File: config.mk
export PLATFORM = sky130hd
export DESIGN_NAME = bmbs_ctrl
export DESIGN_NICKNAME = d
export VERILOG_FILES = /design/src/rtl/bmbs_pkg.sv /design/src/rtl/bmbs_ctrl.sv
export SDC_FILE = /design/constraint.sdc
export NUM_CORES = 1
export LEC_CHECK = 0
export BUFFER_PORTS_ARGS = -buffer_cell sky130_fd_sc_hd__buf_2
export CORE_AREA = 2 2 39 41
export CTS_CLUSTER_DIAMETER = 60
export DETAILED_ROUTE_END_ITERATION = 8
export DIE_AREA = 0 0 41 43
export PLACE_DENSITY = 0.73
export SETUP_SLACK_MARGIN = 0.5
export SYNTH_ARGS = -nofsm -noshare
export SYNTH_HDL_FRONTEND = slang
export SYNTH_SLANG_ARGS = --single-unit
File: constraint.sdc
create_clock -name aclk -period 1.57 [get_ports aclk]
set_input_delay 0.314 -clock aclk [delete_from_list [all_inputs] [get_ports aclk]]
set_output_delay 0.314 -clock aclk [all_outputs]
set_load 0.01 [all_outputs]
File: src/rtl/bmbs_pkg.sv
package bmbs_pkg;

    localparam int FILE_COUNT     = 128;
    localparam int BLOCK_BYTES    = 512;
    localparam int SLOTS_PER_FILE = 8;
    localparam int POOL_BLOCKS    = 64;

    // field widths of the stream items
    localparam int MODE_W   = 2;
    localparam int FILE_ID_W = 7;
    localparam int OFFSET_W = 12;
    localparam int BYTE_W   = 8;
    localparam int STATUS_W = 2;
    localparam int SIZE_W   = 13;
    localparam int S_DATA_W = 32;
    localparam int M_DATA_W = 16;

    localparam int FILE_LIMIT = SLOTS_PER_FILE * BLOCK_BYTES;

    localparam int FILE_W = (FILE_COUNT > 1) ? $clog2(FILE_COUNT) : 1;
    localparam int SLOT_W = (SLOTS_PER_FILE > 1) ? $clog2(SLOTS_PER_FILE) : 1;
    localparam int BLK_W  = (POOL_BLOCKS > 1) ? $clog2(POOL_BLOCKS) : 1;
    localparam int POS_W  = $clog2(BLOCK_BYTES);

    // data memory rows: valid bit per row stands in for zeroing
    localparam int ROW_BYTES    = (BLOCK_BYTES < 128) ? BLOCK_BYTES : 128;
    localparam int RIB_W        = $clog2(ROW_BYTES);
    localparam int ROWS_PER_BLK = BLOCK_BYTES / ROW_BYTES;
    localparam int ROWS         = POOL_BLOCKS * ROWS_PER_BLK;
    localparam int ROW_W        = (ROWS > 1) ? $clog2(ROWS) : 1;

    // free bitmap is searched eight blocks a cycle
    localparam int GRP_BITS = 8;
    localparam int GRP_LOW_W = 3;
    localparam int GROUPS   = (POOL_BLOCKS + GRP_BITS - 1) / GRP_BITS;
    localparam int GRP_W    = (GROUPS > 1) ? $clog2(GROUPS) : 1;

    typedef enum logic [MODE_W-1:0] {
        MODE_READ  = 2'd0,
        MODE_WRITE = 2'd1,
        MODE_FREE  = 2'd2,
        MODE_NONE  = 2'd3
    } mode_t;

    typedef enum logic [STATUS_W-1:0] {
        ST_OK      = 2'd0,
        ST_MISSING = 2'd1,
        ST_LIMIT   = 2'd2,
        ST_FULL    = 2'd3
    } status_t;

    typedef enum logic [2:0] {
        S_IDLE,
        S_MAP,
        S_EVAL,
        S_SCAN,
        S_DATA,
        S_FREE,
        S_DONE
    } state_t;

    typedef struct packed {
        logic [SIZE_W-1:0]                    size;
        logic [SLOTS_PER_FILE-1:0]            valid;
        logic [SLOTS_PER_FILE-1:0][BLK_W-1:0] blk;
    } map_row_t;

    typedef struct packed {
        logic    latch_in;
        logic    map_rd;
        logic    set_status;
        status_t status;
        logic    data_rd;
        logic    capture_byte;
        logic    write_mapped;
        logic    scan_start;
        logic    scan_next;
        logic    take_write;
        logic    free_start;
        logic    free_slot;
        logic    clear_file;
        logic    load_out;
    } dp_cmd_t;

    typedef struct packed {
        logic  in_range;
        mode_t mode;
        logic  read_fail;
        logic  write_limit;
        logic  slot_mapped;
        logic  group_has_free;
        logic  scan_last;
        logic  slot_last;
        logic  out_busy;
    } dp_status_t;

endpackage

File: src/rtl/bmbs_ctrl.sv
module bmbs_ctrl (
    input  logic                 aclk,
    input  logic                 aresetn,
    input  logic                 s_tvalid,
    output logic                 s_tready,
    input  bmbs_pkg::dp_status_t st,
    output bmbs_pkg::dp_cmd_t    cmd
);
    import bmbs_pkg::*;

    state_t state_reg, state_next;

    always_ff @(posedge aclk) begin
        if (!aresetn) begin
            state_reg <= S_IDLE;
        end else begin
            state_reg <= state_next;
        end
    end

    always_comb begin
        state_next = state_reg;
        case (state_reg)
            S_IDLE: begin
                if (s_tvalid) state_next = S_MAP;
            end
            S_MAP: state_next = S_EVAL;
            S_EVAL: begin
                if (!st.in_range) begin
                    state_next = S_DONE;
                end else begin
                    case (st.mode)
                        MODE_READ:  state_next = st.read_fail ? S_DONE : S_DATA;
                        MODE_WRITE: begin
                            if (st.write_limit || st.slot_mapped) state_next = S_DONE;
                            else state_next = S_SCAN;
                        end
                        MODE_FREE:  state_next = S_FREE;
                        default:    state_next = S_DONE;
                    endcase
                end
            end
            S_SCAN: begin
                if (st.group_has_free || st.scan_last) state_next = S_DONE;
            end
            S_DATA: state_next = S_DONE;
            S_FREE: begin
                if (st.slot_last) state_next = S_DONE;
            end
            S_DONE: begin
                if (!st.out_busy) state_next = S_IDLE;
            end
            default: state_next = S_IDLE;
        endcase
    end

    always_comb begin
        cmd      = '0;
        cmd.status = ST_OK;
        s_tready = 1'b0;
        case (state_reg)
            S_IDLE: begin
                s_tready     = 1'b1;
                cmd.latch_in = s_tvalid;
            end
            S_MAP: cmd.map_rd = 1'b1;
            S_EVAL: begin
                if (!st.in_range) begin
                    cmd.set_status = 1'b1;
                    cmd.status     = ST_MISSING;
                end else begin
                    case (st.mode)
                        MODE_READ: begin
                            if (st.read_fail) begin
                                cmd.set_status = 1'b1;
                                cmd.status     = ST_MISSING;
                            end else begin
                                cmd.data_rd = 1'b1;
                            end
                        end
                        MODE_WRITE: begin
                            if (st.write_limit) begin
                                cmd.set_status = 1'b1;
                                cmd.status     = ST_LIMIT;
                            end else if (st.slot_mapped) begin
                                cmd.write_mapped = 1'b1;
                            end else begin
                                cmd.scan_start = 1'b1;
                            end
                        end
                        MODE_FREE: cmd.free_start = 1'b1;
                        default: ;
                    endcase
                end
            end
            S_SCAN: begin
                if (st.group_has_free) begin
                    cmd.take_write = 1'b1;
                end else if (st.scan_last) begin
                    cmd.set_status = 1'b1;
                    cmd.status     = ST_FULL;
                end else begin
                    cmd.scan_next = 1'b1;
                end
            end
            S_DATA: cmd.capture_byte = 1'b1;
            S_FREE: begin
                cmd.free_slot  = 1'b1;
                cmd.clear_file = st.slot_last;
            end
            S_DONE: cmd.load_out = !st.out_busy;
            default: ;
        endcase
    end

endmodule

==> results.cfg <==
[detailed_routing]
via_per_inst = 5.23
drc_errors = 0
first_pass_iters = 4
drt_iter0_markers = 13
final_antenna_net_count = 0
wl_per_cell_um = 13.1
vias = 627
wirelength_um = 1570

[timing]
fin_worst_skew_ns = 0.00117
fmaxAchievable_mhz = 569
period_minus_slack_ns = 1.76
period_share = 1.12
fin_ws_ns = -0.189
worst_pin_slew_ns = 0.322
rsz0062_at_grt = yes
setup_viol = 10
hold_viol = 0
slew_violations = 0
max-slew-margin-rel = 0.785
tns_ns = -0.993

[clocking]
cts_tree = done
clock_path_buffers = 2
path_clk_slew_ns = 0.04
clockRootBuffer = clkbuf_4
clkSinkCount = 3
postCtsHoldBufs = 0
cts_htree_levels = 1
worstSkewPairLatency_ns = 0.23
cts_buffers = 3

[place]
gp_congestion = 0.777
dp_hpwl_um = 1150
placed_area_um2 = 785
io_buffers = 28

[die]
rows = 14
core_area_um2 = 1380
chipWidth_um = 41
die_h_um = 43
pin_count = 29
die_area_um2 = 1760
initial_core_util = 0.321

[power_and_ir_drop]
power_uw = 1230
irDropWorstVdd_v = 0.000654
p_per_area_nw_per_um2 = 1350
leakage_uw = 0.000410

[setup_path]
crit_chain = or4b_4, nor3_4, buf_2
startpoint_type = flip-flop
crit-reg2reg-launch = state_reg[2]
regToRegSetupSlack_ns = 0.11
endpoint_kind = output port
path_delay_family = simple AND/OR/NAND/NOR gates
critPathKind = reg -> out
critPathMaxFanout = 3
required_ns = 1.26
critPathSlowestCell = or4b_4
worst_ep_arrival_time_ns = 1.44
cpPeakStageDelay_ns = 0.57
rr_endpoint = state_reg[1]
crit_buf_inv = 1
reg2reg_depth = 7

[global_route]
track_usage = 0.179
grt_pass1_wl_um = 2230
gr-usage-met1 = 0.245
antenna_found_initial = 0
grt_max_degree = 13
grt_overflow = 0
met3_usage = 0
grt_pass1_vias = 550
use_met2 = 0.281
gr-max-usage-layer = met2

[final_layout]
largest_reg_flops = 3
final_cell_area_um2 = 907
antenna_cells = 0
final_nets = 118
mostFrequentLayoutCells = 27 x buf_2, 11 x buf_4, 4 x nor3_4, 4 x o21ai_0
drive_gt1_frac = 0.692
layout_commonest_cell = buf_2
area_growth_pct = 104

[synthesis]
netlist_area_um2 = 444
synth_cell_type_count = 36
ys_seq_area_frac = 0.135
avgSynthCellArea_um2 = 7.16
synth_top_area_cell = dfxtp_1
ys_ff_latch = 3
yosysWarnings = 0
synth_top_area_frac = 0.135
postSynthCellCount = 62
ys.flop_type = dfxtp_1
synth_area_leaders = dfxtp_1 14%, o21ai_0 5.6%, nor3_1 4.5%, nand2b_1 4.2%, nor2b_1 4.2%
synth_nets = 75
synth-edff-count = 0
async_flop_share = 0

[min_path]
hold_path.class = in -> reg
hold_end = state_reg[2]
holdPathStages = 2
worstHoldStart = aresetn

[run]
cap_violations = 0

[outcome]
status = finished with violations
violations = setup timing
## metal layers
| layer | wire [µm] | vias up |
|---|---|---|
| met5 | 0 | - |
| met4 | 0 | 0 |
| met3 | 36 | 0 |
| met2 | 834 | 10 |
| met1 | 697 | 302 |
| li1 | - | 315 |
## through the flow
| step | hold WS, ns | instances | util | setup WS (ns) |
|---|---|---|---|---|
| after detailed placement | 0.604 | 112 | 0.567 | -0.105 |
| after global routing | 0.359 | 120 | 0.656 | -0.229 |
| after CTS | 0.343 | 118 | 0.621 | -0.195 |
| final | 0.352 | 120 | 0.656 | -0.189 |
| after floorplan | 0.442 | 62 | - | 0.0794 |
| after global placement | 0.576 | 112 | 0.567 | -0.0688 |
## final cells by class
type	instances	area [µm²]
fillers	115	477
repair buffers	42	275
well taps	16	20.0
multi-input cells	52	508
clock buffers	4	26.3
flip-flops and latches	3	66.3
inverters	3	11.3
## Yosys cell counts, types with 2 or more instances
library cell and number:
nand3b_1 2, buf_2 2, o21ai_0 5, nor2b_1 3, and2_1 2, nor2_1 3
or2b_1 2, nand2_1 3, a21oi_1 2, nor3_1 4, nand2b_1 3, inv_1 3
nand3_1 2, dfxtp_1 3, nor3b_1 2
## repair_timing
item | 4_1_cts | 5_1_grt
endpoints found under the setup margin | 19 | 19
pin swaps | 6 | 2
buffers inserted | 2 | 2
resized for setup | 8 | 7
## worst max path at each step
stage	start	endpoint	slack [ns]	cells past startpoint
finish	state_reg[0]	cmd[9]	-0.19	3
global route	state_reg[2]	cmd[9]	-0.23	3
CTS	state_reg[2]	cmd[9]	-0.20	3
detailed placement	st[8]	cmd[6]	-0.10	4
global placement	st[8]	cmd[6]	-0.07	4
floorplan	st[8]	cmd[12]	0.08	4
## where the power goes
group	internal (µW)	switching, µW
sequential	118	37.5
combinational	485	449
clock	95.4	42.0
total	698	529
## cell families after synthesis
| logic type | count (synthesis) | share of synthesized area |
|---|---|---|
| compound gates | 16 | 0.259 |
| buf+inv | 7 | 0.0648 |
| flops | 3 | 0.135 |
| simple gates | 36 | 0.541 |
Power figures use the tool's default switching activity.
